$ cat src/hdl/wft_ram.sv
// Generic single-port-write, single-port-read RAM with registered read data.
// No dependencies.
module wft_ram #(
    parameter int Width = 8,
    parameter int Depth = 256
) (
    input  logic                     i_clk,
    input  logic                     i_we,
    input  logic [$clog2(Depth)-1:0] i_waddr,
    input  logic [Width-1:0]         i_wdata,
    input  logic [$clog2(Depth)-1:0] i_raddr,
    output logic [Width-1:0]         o_rdata
);
    logic [Width-1:0] r_mem [Depth];
    always_ff @(posedge i_clk) begin
        if (i_we) r_mem[i_waddr] <= i_wdata;
        o_rdata <= r_mem[i_raddr];
    end
endmodule

$ cat config.mk
export PLATFORM = sky130hd
export DESIGN_NAME = wft_ram
export DESIGN_NICKNAME = d
export VERILOG_FILES = /design/src/hdl/wft_ram.sv
export SDC_FILE = /design/constraint.sdc
export NUM_CORES = 2
export LEC_CHECK = 0
export ABC_AREA = 0
export BUFFER_PORTS_ARGS = -buffer_cell sky130_fd_sc_hd__buf_2
export CORE_MARGIN = 10
export CORE_UTILIZATION = 35
export CTS_BUF_LIST = sky130_fd_sc_hd__clkbuf_8
export CTS_CLUSTER_SIZE = 12
export DETAILED_ROUTE_END_ITERATION = 10
export SYNTH_ARGS = -nofsm -noshare
export SYNTH_HDL_FRONTEND = slang
export SYNTH_SLANG_ARGS = --single-unit
$ cat constraint.sdc
create_clock -name i_clk -period 3.5 [get_ports i_clk]
set_clock_uncertainty 0.05 [all_clocks]
set_input_delay 0.7 -clock i_clk [delete_from_list [all_inputs] [get_ports i_clk]]
set_output_delay 0.7 -clock i_clk [all_outputs]
set_load 0.02 [all_outputs]
==> metrics.md <==
| Metric | Value |
|---|---|
| Crit path DAT | `3860 ps` |
| # IOs | `34` |
| VDD IR max | `263 uV` |
| Global-route wire length before repair | `300 mm` |
| Post-synthesis register bit count | `2056` |
| Crit path max fanout | `1` |
| Hold Buf Count CTS | `0` |
| # fillers | `19947` |
| Crit. End Element | `register` |
| Yosys top cell by area | `edfxtp_1` |
| Fmax | `0.330 GHz` |
| Crit start category | `register` |
| Syn Inst Count | `3733` |
| Routed via count | `40890` |
| Total core area | `226000 um^2` |
| # DRC | `0` |
| Unrepaired setup endpoints after global routing | `false` |
| Drt total wl | `208 mm` |
| CTS Buffer Depth | `4` |
| Wirelength per Cell | `27.2 um` |
| Multi-input gate area | `16500 um^2` |
| Most used flip-flop cell after synthesis | `edfxtp_1` |
| P&R area growth vs syn | `16.5%` |
| DP HPWL | `131 mm` |
| GRT Util Overall | `16.6%` |
| CP Cell Sequence | `mux4_2, mux4_2, nor2b_1, nor4_1, buf_4, nor4_1` |
| Crit Path Category | `reg2reg` |
| Seq/Total Area, Yosys | `77.5%` |
| Syn Std Cell Area | `79600 um^2` |
| Syn Nets | `3759` |
| Register area | `61700 um^2` |
| Total negative slack | `0 ps` |
| Slowest stage delay, CP | `960 ps` |
| Remaining global-route overflow | `0` |
| Site Rows | `174` |
| Final setup viols | `0` |
| Reg2Reg Launch Point | `r_mem[83][4]` |
| Die span in y | `497 um` |
| NumNets Final | `4415` |
| Post-CTS sizing | `0` |
| Worst hold start | `i_wdata[4]` |
| Vias per inst | `5.36` |
| WL met3 | `15.2 mm` |
| Slowest stage cell, crit path | `nor4_1` |
| Detailed-routing wirelength on met1 | `86.6 mm` |
| Syn Area/Cell | `21.3 um^2` |
| Clock slew at reported path FFs | `60 ps` |
| Inst Count DP | `7040` |
| Tmin final | `3030 ps` |
| Port Buffer Count | `33` |
| Top cells by area, synth | `edfxtp_1 (77%), mux4_2 (13%), mux2i_1 (1.7%), nor2_1 (1.3%), a22oi_1 (1.3%)` |
| Placed instance area | `86800 um^2` |
| Clk_lat worst skew | `1040 ps` |
| Synth top area share | `77.3%` |
| WL met2 | `101 mm` |
| Final Cell Area | `92700 um^2` |
| Final Wtd Congestion | `0.835` |
| CP Buf/Inv Count | `1` |
| H-tree Lvls | `5` |
| Final slew viol count | `0` |
| Drt first pass iters | `5` |
| Measured slew at the worst slew-check pin | `1120 ps` |
| Leakage | `29.7 nW` |
| Pre-CTS WS | `-415 ps` |
| Antenna viol nets, final | `0` |
| Post-CTS setup buffers | `0` |
| Post-synth cell types | `55` |
| Clock sink total | `2056` |
| Post-route clock period utilization | `86.7%` |
| Maxcap violations | `0` |
| CTS Buf Count | `339` |
| Synth Warn # | `0` |
| Cell family with most CP delay | `simple AND/OR/NAND/NOR gates` |
| Worst Hold Endpoint | `r_mem[113][4]` |
| Ys async rst share | `0%` |
| Final Util | `41.1%` |
| Hold Path Stages | `1` |
| Horiz. Die Dim | `497 um` |
| R2r setup slk | `470 ps` |
| Initial Util | `35.3%` |
| Clock Tree Root | `clkbuf_8` |
| CTS tree | `yes` |
| Rel. slew slack | `24.3%` |
| Share of cells above drive strength 1 | `30.6%` |
| WP data required | `4330 ps` |
| Initial antenna violation count | `17` |
| DRT iter0 DRCs | `4759` |
| Post-synth EDFFs | `2048` |
| Vias in the first global route | `41793` |
| Final WS setup | `466 ps` |
| Power Total | `48.8 mW` |
| Worst r2r path cells | `6` |
| RR Endpoint | `o_rdata[4]` |
| Status | `completed` |
| Layout Cells excl Fill | `7626` |
| Fin. Hold Viols | `0` |
| Power density over the cells | `527 nW/um^2` |
| Die ar. | `247000 um^2` |
| Hold Slack | `95.5 ps` |
| Largest net degree at the start of global routing | `99` |
| Top Metal Used | `met5` |
| Worst hold-check path type | `in2reg` |
area by class of cell:
| cell class | instances | area share, % |
|---|---|---|
| clock buffer | 344 | 5.11 |
| clock inverter | 233 | 1.25 |
| tap | 2992 | 4.04 |
| multi-input combinational | 1442 | 17.8 |
| inverter | 2 | 0.00810 |
| timing repair buffer | 548 | 5.25 |
| antenna | 9 | 0.0243 |
| sequential | 2056 | 66.5 |
how the worst max path moves through the flow:
stage / start / to / slack [ps] / cells after the start
after detailed placement: i_raddr[0] / o_rdata[4] / -410 / 8
final: r_mem[83][4] / o_rdata[4] / 470 / 6
after CTS: r_mem[83][4] / o_rdata[4] / 440 / 6
after global routing: r_mem[82][4] / o_rdata[4] / 440 / 6
after global placement: i_raddr[0] / o_rdata[4] / -440 / 8
after floorplan: i_raddr[0] / o_rdata[2] / 810 / 9
Yosys cell counts, types with 8 or more instances:
cell type,n
nand2_1,33
a22oi_1,133
dfxtp_1,8
nor3_1,22
nor4_1,24
clkbuf_1,111
nor2_1,282
buf_8,13
o221ai_1,46
nand2b_1,8
buf_4,27
o22ai_1,28
buf_12,8
a221oi_1,13
buf_1,22
o211ai_1,10
o21ai_0,10
edfxtp_1,2048
mux4_2,454
nand3_1,34
mux2i_1,134
a211oi_1,16
nand4_1,10
buf_6,21
buf_2,31
a22o_1,8
a21oi_1,96
nor2b_1,31
registers in the layout, indices dropped and copies added (netlist names):
signal   count
o_rdata      8
r_mem     2048
report_power, final:
part	total (mW)	internal, mW	switching (mW)
clock network	18.9	9.67	9.25
registers	27.2	27.1	0.0565
logic	2.68	1.01	1.67
total	48.8	37.8	11.0
layout by cell type (no fill, tap or decap), types with 21 or more instances in the layout:
cell type	n
edfxtp_1	2048
buf_4	459
mux4_2	454
clkbuf_8	344
nor2_1	279
mux2i_1	134
a22oi_1	133
inv_1	103
a21oi_1	96
clkinv_1	85
buf_12	58
o221ai_1	46
nand3_1	34
nand2_1	33
clkinv_2	29
o22ai_1	28
nor2b_1	28
nor4_1	23
nor3_1	22
buf_2	21
layer usage:
layer | vias up | track usage (%)
li1 | 17058 | -
met4 | 4 | 4.75
met3 | 346 | 3.16
met2 | 1721 | 26.8
met5 | - | 0
met1 | 21761 | 23.0
cell families after synthesis:
kind of cell | count (synthesis) | synth area share [%]
buffers and inverters | 235 | 1.83
flip-flops | 2056 | 77.5
AND/OR/NAND/NOR | 466 | 2.63
multiplexers | 591 | 14.6
AO/OA/AOI/OAI | 385 | 3.42
Power figures use the tool's default switching activity.
